<file path="src/design/ptr_pkg.sv">
// Shared types and constants of the proportional text rasterizer.
package ptr_pkg;

    // Input function codes
    localparam logic [1:0] FUNC_LOAD  = 2'd0;
    localparam logic [1:0] FUNC_BEGIN = 2'd1;
    localparam logic [1:0] FUNC_CHAR  = 2'd2;

    // Configuration register indexes
    localparam int         CFG_IDX_W       = 2;
    localparam int         CFG_DATA_W      = 8;
    localparam logic [CFG_IDX_W-1:0] REG_LINE_HEIGHT = 2'd0;
    localparam logic [CFG_IDX_W-1:0] REG_TAB_COLUMN  = 2'd1;
    localparam logic [5:0] LINE_HEIGHT_RST = 6'd8;
    localparam logic [7:0] TAB_COLUMN_RST  = 8'd48;

    // Character classes
    localparam logic [7:0] CH_TAB      = 8'h09;
    localparam logic [7:0] CH_NEWLINE  = 8'h0A;
    localparam logic [7:0] CH_QMARK    = 8'h3F;
    localparam logic [7:0] LOWER_FIRST = 8'h61;
    localparam logic [7:0] LOWER_LAST  = 8'h7A;
    localparam logic [7:0] CASE_SHIFT  = 8'd32;
    localparam logic [7:0] ICON_FIRST  = 8'h80;
    localparam logic [7:0] ICON_END    = 8'h90;
    localparam logic [7:0] PRINT_FIRST = 8'd32;
    localparam logic [7:0] PRINT_LAST  = 8'd126;

    localparam logic [3:0] SCALE_MIN = 4'd1;
    localparam logic [3:0] SCALE_MAX = 4'd8;
    localparam int         TAB_STEP  = 8;

    // Glyph geometry
    localparam int         ROW_BITS   = 56;
    localparam int         GLYPH_W    = 60;
    localparam logic [2:0] ROW_LAST   = 3'd6;
    localparam logic [2:0] COL_LAST   = 3'd7;
    localparam int         PROD_W     = 11;
    localparam int         QUEUE_DEPTH = 2;

    typedef enum logic [2:0] {
        OP_NOP,
        OP_LOAD,
        OP_BEGIN,
        OP_NEWLINE,
        OP_TAB,
        OP_GLYPH
    } op_t;

    // One classified item on its way from the front to the back
    typedef struct packed {
        op_t                 op;
        logic [7:0]          slot;
        logic [15:0]         origin_x;
        logic [15:0]         origin_y;
        logic [3:0]          scale;
        logic [7:0]          color;
        logic [3:0]          width;
        logic [ROW_BITS-1:0] rows;
    } cmd_t;

endpackage

</file>
<file path="src/design/ptr_front.sv">
// Front end: decodes an input item into a classified command.
module ptr_front #(
    parameter int GLYPH_SLOTS = 144
) (
    input  logic [1:0]          func,
    input  logic [7:0]          char_code,
    input  logic [15:0]         origin_x,
    input  logic [15:0]         origin_y,
    input  logic [3:0]          scale,
    input  logic [7:0]          color,
    input  logic [3:0]          glyph_width,
    input  logic [55:0]         glyph_rows,
    output ptr_pkg::cmd_t       cmd
);

    import ptr_pkg::*;

    logic [7:0] upper;
    logic [7:0] char_slot;
    logic [3:0] scale_clamped;

    // Fold lower case onto upper case, then pick icon, printable or '?' slot
    always_comb
    begin
        upper = char_code;
        if (char_code >= LOWER_FIRST && char_code <= LOWER_LAST)
        begin
            upper = char_code - CASE_SHIFT;
        end
        if (upper >= ICON_FIRST && upper < ICON_END)
        begin
            char_slot = upper;
        end
        else if (upper < PRINT_FIRST || upper > PRINT_LAST)
        begin
            char_slot = CH_QMARK;
        end
        else
        begin
            char_slot = upper;
        end
    end

    always_comb
    begin
        if (scale < SCALE_MIN)
        begin
            scale_clamped = SCALE_MIN;
        end
        else if (scale > SCALE_MAX)
        begin
            scale_clamped = SCALE_MAX;
        end
        else
        begin
            scale_clamped = scale;
        end
    end

    always_comb
    begin
        cmd.slot     = char_code;
        cmd.origin_x = origin_x;
        cmd.origin_y = origin_y;
        cmd.scale    = scale_clamped;
        cmd.color    = color;
        cmd.width    = glyph_width;
        cmd.rows     = glyph_rows;
        unique case (func)
            FUNC_LOAD:
            begin
                // Drop loads aimed past the end of the store
                cmd.op = (32'(char_code) < GLYPH_SLOTS) ? OP_LOAD : OP_NOP;
            end
            FUNC_BEGIN:
            begin
                cmd.op = OP_BEGIN;
            end
            FUNC_CHAR:
            begin
                if (char_code == CH_NEWLINE)
                begin
                    cmd.op = OP_NEWLINE;
                end
                else if (char_code == CH_TAB)
                begin
                    cmd.op = OP_TAB;
                end
                else
                begin
                    cmd.op   = OP_GLYPH;
                    cmd.slot = char_slot;
                end
            end
            default:
            begin
                cmd.op = OP_NOP;
            end
        endcase
    end

endmodule

</file>
<file path="config.mk">
export PLATFORM = sky130hd
export DESIGN_NAME = ptr_front
export DESIGN_NICKNAME = d
export VERILOG_FILES = /design/src/design/ptr_pkg.sv /design/src/design/ptr_front.sv
export SDC_FILE = /design/constraint.sdc
export NUM_CORES = 1
export LEC_CHECK = 0
export ABC_AREA = 1
export ABC_CLOCK_PERIOD_IN_PS = 3900
export BUFFER_PORTS_ARGS = -buffer_cell sky130_fd_sc_hd__buf_4
export CORE_AREA = 4 4 88 90
export DETAILED_ROUTE_END_ITERATION = 7
export DIE_AREA = 0 0 92 94
export PLACE_DENSITY = 0.54
export SLEW_MARGIN = 20
export SYNTH_ARGS = -nofsm -noshare
export SYNTH_HDL_FRONTEND = slang
export SYNTH_SLANG_ARGS = --single-unit
</file>
<file path="constraint.sdc">
create_clock -name vclk -period 3.9
set_clock_uncertainty 0.05 [all_clocks]
set_input_delay 0.585 -clock vclk [all_inputs]
set_output_delay 0.585 -clock vclk [all_outputs]
set_load 0.005 [all_outputs]
</file>
==> run summary <==
Status: finished, final reports clean
Count of cell types in the netlist: 24
WL per Instance: 11.0 um
Final min period: 2.55 ns
Die W: 92 um
Drc violations: 0
DP Area: 768 sq um
Mux share of post-synthesis cell area: 0%
Mapped Cells: 183
Grt total ovfl: 0
CTS Hold Bufs: 0
Utilization after layout: 10.9%
Setup TNS: 0 ns
Pin count of the biggest net entering global routing: 8
Mean Syn Cell Area: 6.45 sq um
Final GP Congestion: 0.639
Int Pwr: 0.0348 mW
RSZ-0062 raised after global routing: false
Slew headroom: 70.3%
Worst Hold Class: input port to output pin
Fin. max-slew vios: 0
Core Rows: 31
Crit path DAT: 1.92 ns
Switch share: 50.8%
Syn Nets: 298
CP Buf/Inv Count: 5
Peak Freq: 392 MHz
Core area: 7060 sq um
Cell Area, Synth: 1180 sq um
IO Count: 229
Endpoints failing setup: 0
Sequential share of the synthesized area: 0%
Final hold vios: 0
First drt pass iteration count: 4
Total chip power: 0.0708 mW
Global Route Usage Sum: 4.81%
Final Net Count: 228
Die area: 8650 sq um
Worst Setup Start Kind: input port
Max IR drop VDD: 0.0104 mV
Required time worst endpoint: 3.26 ns
Synth Area in XOR/XNOR: 0%
Cell Chain, Critical Path: buf_4 > inv_1 > nand2_1 > nor2_1 > nand2_1 > inv_1 > nand2_2 > a21oi_1 > nand3_2 > nand2_1 > o21ai_1 > o21ai_0 > inv_1 > buf_4
Vias in the first global route: 638
CLK BUF: 0
Leading cell types in the layout, fill and taps excluded: 29 x buf_4, 21 x inv_1, 15 x nand2_1, 9 x nor2_1, 6 x nand3_1
Slowest cell on crit path: a21oi_1
DRT Wirelength: 2310 um
P_sw: 0.0360 mW
Placed cells: 210
Commonest non-fill, non-tap cell in the layout: buf_4
Initial antenna violation count: 0
Area growth syn-to-layout: -35.0%
Critical Path Sink Type: output pin
1st-iter DRT viols: 29
Synth Area in Compound Gates: 8.37%
Worst-Margin Slew: 0.444 ns
Largest family of logic cells by synthesized area: buffers and inverters
Vias/cell: 3.35
Pleak: 0.387 nW
Post-Synth Adder-Cell Area: 1.06%
Final instance area: 768 sq um
Non-filler instance count after layout: 210
Synth Area in Simple Gates: 19.7%
Seq cells: 0
Layout cells sized above 1: 39.6%
Wire length of the first global-routing pass: 3390 um
Resized Gates After CTS: 0
Initial core utilization: 16.7%
N_diodes: 0
Max_cap viols: 0
Delay-heaviest family, CP: simple AND/OR/NAND/NOR gates
Vias after detailed routing: 704
Type of the worst setup path: input port to output pin
# Post-CTS Setup Buffers: 0
Register Area: 0 sq um
HPWL after detailed placement: 2000 um
ANT nets after route: 0
Port bufs: 29
Pwr/cell area: 92.1 nW/um^2
Max incr delay on CP: 0.16 ns
Sequential Power Share: 0%
Clock share of power: 0%
Share of the clock period used by the worst path: 65.5%
Die height: 94 um
Critical Path Fanout Max: 5
Yosys warning total: 0
Combinational Power Share: 100.0%
[synth_stat cells (2+ instances only)]
cell	number	area share, %
nor2_2	2	1.1
nand3_1	6	2.5
o21ai_2	2	1.5
nand2_2	4	2.1
inv_1	21	6.7
nand2_1	15	4.8
nor2_1	9	2.9
a21oi_1	3	1.3
nand3_2	3	2.5
buf_4	100	64
o21ai_1	3	1.3
o21ai_0	3	1.3
[cell type report]
type,count,area [sq um]
fill,850,6290
multi-input combinational,60,344
timing repair buffer,29,218
tap,99,124
inverter,22,82.6
[power by group through the flow]
stage	registers, mW	clock network, mW	logic [mW]
after floorplan	0	0	0.117
after CTS	0	0	0.0724
final	0	0	0.0708
after global placement	0	0	0.0723
after global routing	0	0	0.0798
after detailed placement	0	0	0.0722
[logic make-up (layout without fill, tap and decap cells)]
family / count (synthesis) / count (layout)
adder cells (fa/ha/maj): 1 / 1
AND/OR/NAND/NOR: 43 / 43
AO/OA/AOI/OAI: 16 / 16
buffers and inverters: 123 / 51
[worst paths after layout]
| path | cells past startpoint | from | slack [ns] | end |
|---|---|---|---|---|
| worst min-delay path | 0 | origin_x[13] | 1.12 | cmd[101] |
| worst max-delay path | 14 | char_code[7] | 1.35 | cmd[108] |
[stage by stage]
stage	setup slack [ns]	hold slack [ns]
after global routing	1.12	1.12
after detailed placement	1.31	1.12
after CTS	1.30	1.12
after floorplan	1.76	1.15
after global placement	1.27	1.12
final	1.35	1.12
[metal layers]
| metal | track usage, % | up-vias | wire, um |
|---|---|---|---|
| met5 | 0 | - | 0 |
| met4 | 4.46 | 0 | 209 |
| met3 | 2.40 | 38 | 337 |
| met2 | 7.36 | 57 | 1020 |
| met1 | 4.74 | 291 | 741 |
| li1 | - | 318 | - |
(Power assumes the default switching activity.)
