## src/design/ptr_pkg.sv

```systemverilog
// Shared types and constants of the proportional text rasterizer.
package ptr_pkg;

    // Input function codes
    localparam logic [1:0] FUNC_LOAD  = 2'd0;
    localparam logic [1:0] FUNC_BEGIN = 2'd1;
    localparam logic [1:0] FUNC_CHAR  = 2'd2;

    // Configuration register indexes
    localparam int         CFG_IDX_W       = 2;
    localparam int         CFG_DATA_W      = 8;
    localparam logic [CFG_IDX_W-1:0] REG_LINE_HEIGHT = 2'd0;
    localparam logic [CFG_IDX_W-1:0] REG_TAB_COLUMN  = 2'd1;
    localparam logic [5:0] LINE_HEIGHT_RST = 6'd8;
    localparam logic [7:0] TAB_COLUMN_RST  = 8'd48;

    // Character classes
    localparam logic [7:0] CH_TAB      = 8'h09;
    localparam logic [7:0] CH_NEWLINE  = 8'h0A;
    localparam logic [7:0] CH_QMARK    = 8'h3F;
    localparam logic [7:0] LOWER_FIRST = 8'h61;
    localparam logic [7:0] LOWER_LAST  = 8'h7A;
    localparam logic [7:0] CASE_SHIFT  = 8'd32;
    localparam logic [7:0] ICON_FIRST  = 8'h80;
    localparam logic [7:0] ICON_END    = 8'h90;
    localparam logic [7:0] PRINT_FIRST = 8'd32;
    localparam logic [7:0] PRINT_LAST  = 8'd126;

    localparam logic [3:0] SCALE_MIN = 4'd1;
    localparam logic [3:0] SCALE_MAX = 4'd8;
    localparam int         TAB_STEP  = 8;

    // Glyph geometry
    localparam int         ROW_BITS   = 56;
    localparam int         GLYPH_W    = 60;
    localparam logic [2:0] ROW_LAST   = 3'd6;
    localparam logic [2:0] COL_LAST   = 3'd7;
    localparam int         PROD_W     = 11;
    localparam int         QUEUE_DEPTH = 2;

    typedef enum logic [2:0] {
        OP_NOP,
        OP_LOAD,
        OP_BEGIN,
        OP_NEWLINE,
        OP_TAB,
        OP_GLYPH
    } op_t;

    // One classified item on its way from the front to the back
    typedef struct packed {
        op_t                 op;
        logic [7:0]          slot;
        logic [15:0]         origin_x;
        logic [15:0]         origin_y;
        logic [3:0]          scale;
        logic [7:0]          color;
        logic [3:0]          width;
        logic [ROW_BITS-1:0] rows;
    } cmd_t;

endpackage

```

## src/design/ptr_queue.sv

```systemverilog
// Short command queue between front and back.
module ptr_queue #(
    parameter int DEPTH = 2
) (
    input  logic          clk,
    input  logic          rst_n,
    input  logic          push_valid,
    output logic          push_ready,
    input  ptr_pkg::cmd_t push_cmd,
    output logic          pop_valid,
    output ptr_pkg::cmd_t pop_cmd,
    input  logic          pop
);

    import ptr_pkg::*;

    localparam int PTR_W = $clog2(DEPTH);
    localparam int CNT_W = $clog2(DEPTH + 1);

    cmd_t             mem_reg [DEPTH];
    logic [PTR_W-1:0] wr_ptr_reg;
    logic [PTR_W-1:0] rd_ptr_reg;
    logic [CNT_W-1:0] count_reg;
    logic             push_fire;
    logic             pop_fire;

    assign push_ready = (count_reg != CNT_W'(DEPTH));
    assign pop_valid  = (count_reg != '0);
    assign pop_cmd    = mem_reg[rd_ptr_reg];
    assign push_fire  = push_valid && push_ready;
    assign pop_fire   = pop && pop_valid;

    always_ff @(posedge clk)
    begin
        if (push_fire)
        begin
            mem_reg[wr_ptr_reg] <= push_cmd;
        end
    end

    always_ff @(posedge clk or negedge rst_n)
    begin
        if (!rst_n)
        begin
            wr_ptr_reg <= '0;
            rd_ptr_reg <= '0;
            count_reg  <= '0;
        end
        else
        begin
            if (push_fire)
            begin
                wr_ptr_reg <= (wr_ptr_reg == PTR_W'(DEPTH - 1)) ? '0 : wr_ptr_reg + 1'b1;
            end
            if (pop_fire)
            begin
                rd_ptr_reg <= (rd_ptr_reg == PTR_W'(DEPTH - 1)) ? '0 : rd_ptr_reg + 1'b1;
            end
            if (push_fire && !pop_fire)
            begin
                count_reg <= count_reg + 1'b1;
            end
            else if (pop_fire && !push_fire)
            begin
                count_reg <= count_reg - 1'b1;
            end
        end
    end

endmodule

```

## config.mk

```make
export PLATFORM = sky130hd
export DESIGN_NAME = ptr_queue
export DESIGN_NICKNAME = d
export VERILOG_FILES = /design/src/design/ptr_pkg.sv /design/src/design/ptr_queue.sv
export SDC_FILE = /design/constraint.sdc
export NUM_CORES = 1
export LEC_CHECK = 0
export ABC_CLOCK_PERIOD_IN_PS = 7420
export BUFFER_PORTS_ARGS = -buffer_cell sky130_fd_sc_hd__buf_4
export CAP_MARGIN = 0
export CELL_PAD_IN_SITES_DETAIL_PLACEMENT = 0
export CELL_PAD_IN_SITES_GLOBAL_PLACEMENT = 1
export CORE_UTILIZATION = 44
export DETAILED_ROUTE_END_ITERATION = 10
export PLACE_DENSITY_LB_ADDON = 0.08
export SYNTH_ARGS = -nofsm -noshare
export SYNTH_HDL_FRONTEND = slang
export SYNTH_SLANG_ARGS = --single-unit
```

## constraint.sdc

```tcl
create_clock -name clk -period 7.42 [get_ports clk]
set_clock_uncertainty 0.05 [all_clocks]
set_input_delay 1.484 -clock clk [delete_from_list [all_inputs] [get_ports clk]]
set_output_delay 1.484 -clock clk [all_outputs]
set_load 0.05 [all_outputs]
```

==> impl_results.md, run 1 <==
* Worst setup EP type: output port
* CTS Buf Count at 25
* Clock transition at path regs at 0.05 ns
* Crit path largest cell delay at 1.11 ns
* Crit path max-delay family: flip-flops
* Multi-input logic area at 0.00155 sq mm
* Unrepaired setup endpoints after global routing: no
* Fmax at 0.218 GHz
* Place WS at 3.33 ns
* CP startpoint kind: flop
* Initial antenna violation count at 0
* Worst-path fanout max at 66
* Core Rows at 50
* Total power at 5.35 mW
* CP required at 5.89 ns
* Post-synthesis sequential area ratio at 81.0%
* Max-slew violations at 0
* Initial core utilization at 45.6%
* RePlAce Congestion at 0.711
* Syn Area/Cell at 23.0 sq um
* H-tree Lvls at 1
* Pre-antenna DRT Iters at 4
* CORE AREA at 0.0190 sq mm
* Leakage Power at 4.37 nW
* CP max-delay cell: dfrtp_4
* Max Cap Viol at 0
* Vias at 4253
* Hold Vio Cnt, Final at 0
* Critical Path AT at 3.06 ns
* WP buf/inv at 2
* DRC Markers at 0
* Clock tree buffer depth at 3
* Worst-margin pin slew at 1.05 ns
* Later-pin clock latency in the skew report at 0.50 ns
* Wirelength, routed at 16400 um
* GRT Overall Usage at 16.0%
* Slew HR at 30.0%
* Mapped cell area at 0.00865 sq mm
* Post-route ant nets at 0
* Ys Warns at 0
* Cell variety after synth at 15
* Outcome: finished, final reports clean
* Total of fill cells in the finished design at 1433
* Clock tree from TritonCTS: yes
* Pwr Density at 469 mW/mm^2
* Hold Crit Depth at 1
* Commonest non-fill, non-tap cell in the layout: buf_4
* Ratio of cells with drive above 1 in the final layout at 60.5%
* Global-route wire length before repair at 24300 um
* Register area at 0.00701 sq mm
* Final instance area at 0.0114 sq mm
* Post-CTS resize count at 0
* Setup Fix Bufs, Post-CTS at 0
* Largest net degree at the start of global routing at 67
* Post-route clock period utilization at 61.9%
* DIE AREA at 0.0202 sq mm
* Area delta synth->final at 32.0%
* IO Pins at 236
* ANT cells at 0
* Final setup viols at 0
* Synthesized net count at 496
* Clk sinks at 234
* Max VDD drop at 262 uV
* Port bufs at 235
* Clock Tree Root: clkbuf_16
* Setup TNS Final at 0 ns
* Tightest Hold Check Type: flop to flop
* Die Ht at 142 um
* Largest register FFs at 230
* # hold bufs at CTS at 0
* Gr ovfl total at 0
* Highest-count cells in the layout ignoring fill and taps: buf_4 (239), edfxtp_1 (230), mux2_2 (75), mux2_4 (40), clkbuf_16 (25)
* Final net count at 749
* Setup ws final at 2.83 ns
* CP Cell Sequence: buf_4, mux2_2, buf_4
* DP Wirelength at 10700 um
* Die Wd at 142 um
* Crit path depth at 3
* Vias per inst at 4.69
* Path depth of the worst reg2reg path at 3
* Tmin final at 4.59 ns
* Starting DRC count in detailed routing at 179
* DR WL/cell at 18.1 um
* Via count of the first global-routing pass at 4517
* Kind of critical path: flop to output port
* Cell count after synthesis at 376
* CP dominant cell by count: buf_4
* Placed cell area at 0.0107 sq mm
* Flop and latch count out of synthesis at 234
-- worst register-to-register path, cell delays in order, from the launching register on --
cell and delay, ns:
dfrtp_1 0.40, nand2b_1 0.18, and3_4 0.71, buf_4 0.84
-- cell type report --
type                            count  area share, %
Timing Repair Buffer              239           15.7
Clock inverter                     15          0.833
Tap cell                          260           2.85
Multi-Input combinational cell    128           13.6
Inverter                            1         0.0329
Sequential cell                   234           61.4
Clock buffer                       29           5.61
-- kinds of logic after synthesis --
logic type / synth area share [%]
and+or+nand+nor: 0.391
adders and majority gates: 0.145
muxes: 16.7
xor gates and xnor gates: 0.506
DFF: 81.0
buffers and inverters: 1.23
-- report_power, final --
part	switching [mW]	leakage [nW]	internal (mW)
Combinational	1.49	1.82	0.788
Clock	0.464	0.366	0.648
Sequential	0.152	2.18	1.81
-- Yosys cell counts --
cell | instances | area (sq um)
and3_1 | 1 | 6.26
inv_1 | 1 | 3.75
nand2b_1 | 1 | 6.26
dfrtp_1 | 4 | 100
mux2_4 | 40 | 601
mux2_2 | 75 | 845
ha_1 | 1 | 12.5
buf_2 | 7 | 35.0
nor2_1 | 2 | 7.51
edfxtp_1 | 230 | 6910
nand2_1 | 2 | 7.51
xor2_1 | 2 | 17.5
or2_2 | 1 | 6.26
xnor2_1 | 3 | 26.3
buf_6 | 6 | 67.6
-- through the flow --
| step | hold WS [ns] | std cells | utilization [%] |
|---|---|---|---|
| 4_1_cts | 0.462 | 906 | 60.2 |
| 3_3_place_gp | 0.425 | 862 | 56.3 |
| 2_1_floorplan | 0.406 | 376 | - |
| 5_1_grt | 0.492 | 906 | 60.2 |
| 6_report | 0.455 | 906 | 60.2 |
| 3_5_place_dp | 0.446 | 862 | 56.3 |
-- routing by layer --
layer	routed length [um]	up-vias	GRT usage, %
li1	-	1993	-
met1	6230	2068	18.6
met2	8140	162	26.9
met3	1570	30	6.22
met4	443	0	5.66
met5	0	-	0
-- final timing paths --
path / slack [ns] / to / from
max in group asynchronous: 6.49 / rd_ptr_reg$_DFFE_PN0P_ / rst_n
worst min register to register: 0.46 / count_reg[1]$_DFFE_PN0P_ / count_reg[1]$_DFFE_PN0P_
worst min-delay path: 0.46 / count_reg[1]$_DFFE_PN0P_ / count_reg[1]$_DFFE_PN0P_
worst max register to register: 4.81 / mem_reg[1][35]$_DFFE_PP_ / count_reg[0]$_DFFE_PN0P_
worst max-delay path: 2.83 / pop_cmd[32] / rd_ptr_reg$_DFFE_PN0P_
min in group asynchronous: 0.71 / rd_ptr_reg$_DFFE_PN0P_ / rst_n
No activity file was read; power rests on OpenSTA's default activity.
==> run 2: changes to the inputs <==
--- a/config.mk
+++ b/config.mk
@@ -5,7 +5,7 @@
 export SDC_FILE = /design/constraint.sdc
 export NUM_CORES = 1
 export LEC_CHECK = 0
-export ABC_CLOCK_PERIOD_IN_PS = 7420
+export ABC_CLOCK_PERIOD_IN_PS = 4250
 export BUFFER_PORTS_ARGS = -buffer_cell sky130_fd_sc_hd__buf_4
 export CAP_MARGIN = 0
 export CELL_PAD_IN_SITES_DETAIL_PLACEMENT = 0
==> constraint.sdc (replaced) <==
create_clock -name clk -period 4.25 [get_ports clk]
set_clock_uncertainty 0.05 [all_clocks]
set_input_delay 0.85 -clock clk [delete_from_list [all_inputs] [get_ports clk]]
set_output_delay 0.85 -clock clk [all_outputs]
set_load 0.05 [all_outputs]
==> impl_results.md, run 2 (synthesis results as in run 1) <==
* Tightest Hold Check Type: primary input to async pin
* Post-route clock period utilization at 74.3%
* Global-route wire length before repair at 24500 um
* Psw at 3.68 mW
* Fmax at 0.317 GHz
* Setup Fix Bufs, Post-CTS at 0
* Clock tree buffer depth at 3
* Initial antenna violation count at 0
* Ratio of cells with drive above 1 in the final layout at 60.7%
* Pre-antenna DRT Iters at 4
* Clock Power Share at 21.2%
* Post-route ant nets at 0
* Max Cap Viol at 0
* Largest register FFs at 230
* Tmin final at 3.16 ns
* Vias at 4265
* RR Startpoint: count_reg[0]$_DFFE_PN0P_
* H-tree Lvls at 1
* Wirelength, routed at 16200 um
* DRC Markers at 0
* Kind of critical path: flop to output port
* Final instance area at 0.0115 sq mm
* Crit path from: rd_ptr_reg$_DFFE_PN0P_
* Max VDD drop at 518 uV
* Worst Setup EP: pop_cmd[22]
* Critical Path AT at 2.26 ns
* Area delta synth->final at 32.8%
* Reg2Reg Setup Slack at 1.98 ns
* ANT cells at 0
* Hold Vio Cnt, Final at 0
* GRT Overall Usage at 16.0%
* Clock Tree Root: clkbuf_16
* Port bufs at 235
* Path depth of the worst reg2reg path at 4
* CP required at 3.35 ns
* CP startpoint kind: flop
* Starting DRC count in detailed routing at 127
* Total of fill cells in the finished design at 1430
* Clock tree from TritonCTS: yes
* Crit path largest cell delay at 0.75 ns
* Final net count at 751
* WP buf/inv at 2
* RePlAce Congestion at 0.729
* Crit path max-delay family: flip-flops
* Register area at 0.00701 sq mm
* CP Cell Sequence: buf_4, mux2_2, buf_4
* Initial core utilization at 45.6%
* CTS Buf Count at 25
* Post-CTS resize count at 0
* Placed cell area at 0.0107 sq mm
* Unrepaired setup endpoints after global routing: no
* # hold bufs at CTS at 0
* Multi-input logic area at 0.00155 sq mm
* Vias per inst at 4.71
* Sequential Power Share at 35.5%
* DIE AREA at 0.0202 sq mm
* Final Non-Filler Cells at 906
* P_int at 5.75 mW
* Die Wd at 142 um
* Clock transition at path regs at 0.06 ns
* CORE AREA at 0.0190 sq mm
* Later-pin clock latency in the skew report at 0.50 ns
* IO Pins at 236
* Highest-count cells in the layout ignoring fill and taps: buf_4 (238), edfxtp_1 (230), mux2_2 (75), mux2_4 (40), clkbuf_16 (25)
* DP Cell Count at 864
* DP Wirelength at 10700 um
* Crit path depth at 3
* Worst R2R End: mem_reg[0][80]$_DFFE_PP_
* Total power at 9.43 mW
* Slew HR at 47.1%
* Worst-margin pin slew at 0.792 ns
* Worst setup EP type: output port
* Setup TNS Final at 0 ns
* CP max-delay cell: dfrtp_4
* Place WS at 1.58 ns
* Gr ovfl total at 0
* Sw Ratio at 39.0%
* Clk sinks at 234
* Final setup viols at 0
* Core Rows at 50
* Die Ht at 142 um
* Max-slew violations at 0
* Pwr Density at 821 mW/mm^2
* Comb pwr share at 43.3%
* Commonest non-fill, non-tap cell in the layout: buf_4
* Largest net degree at the start of global routing at 76
* CP dominant cell by count: buf_4
* DR WL/cell at 17.8 um
* Setup ws final at 1.09 ns
* Via count of the first global-routing pass at 4570
* Worst-path fanout max at 31
* Outcome: finished, final reports clean
* Leakage Power at 4.39 nW
run 2: cell types whose count changed in the layout (fill, tap and decap cells not counted), moves of 2 or more:
| cell | delta |
|---|---|
| clkinv_2 | -3 |
| clkinv_1 | -3 |
| clkbuf_1 | +2 |
| clkinvlp_4 | +2 |
| buf_12 | +3 |
run 2: worst min path at each step:
| stage | end | depth (start not counted) |
|---|---|---|
| after floorplan | count_reg[1]$_DFFE_PN0P_ | 1 |
| after global placement | count_reg[1]$_DFFE_PN0P_ | 1 |
| after detailed placement | count_reg[1]$_DFFE_PN0P_ | 1 |
| after CTS | count_reg[0]$_DFFE_PN0P_ | 1 |
| after global routing | count_reg[0]$_DFFE_PN0P_ | 1 |
| final | rd_ptr_reg$_DFFE_PN0P_ | 1 |
run 2: layer usage:
| metal | wire (um) | track usage [%] | up-vias | share of wire, % |
|---|---|---|---|---|
| met5 | 0 | 0 | - | 0 |
| met4 | 391 | 5.66 | 0 | 2.4 |
| met3 | 1570 | 5.65 | 31 | 9.7 |
| met2 | 7910 | 26.7 | 162 | 49 |
| met1 | 6280 | 19.2 | 2073 | 39 |
| li1 | - | - | 1999 | - |
run 2: power groups by stage:
| stage | combinational, mW | sequential [mW] | clock [mW] |
|---|---|---|---|
| after floorplan | 3.10 | 3.33 | 0 |
| final | 4.08 | 3.34 | 2.00 |
| after detailed placement | 4.14 | 3.40 | 0 |
| after global routing | 4.27 | 3.40 | 2.15 |
| after global placement | 4.12 | 3.38 | 0 |
| after CTS | 4.15 | 3.36 | 2.06 |
run 2: per-stage QoR:
| stage | utilization [%] | hold slack [ns] |
|---|---|---|
| 6_report | 60.6 | 0.0800 |
| 2_1_floorplan | - | 0.406 |
| 4_1_cts | 60.6 | 0.0595 |
| 5_1_grt | 60.6 | 0.0608 |
| 3_5_place_dp | 56.6 | 0.428 |
| 3_3_place_gp | 56.6 | 0.428 |
run 2: cell type report:
class	instances	area share (%)
Timing Repair Buffer	241	16.1
Sequential cell	234	61.0
Inverter	1	0.0327
Clock buffer	31	5.64
Clock inverter	11	0.915
Tap cell	260	2.83
Multi-Input combinational cell	128	13.5
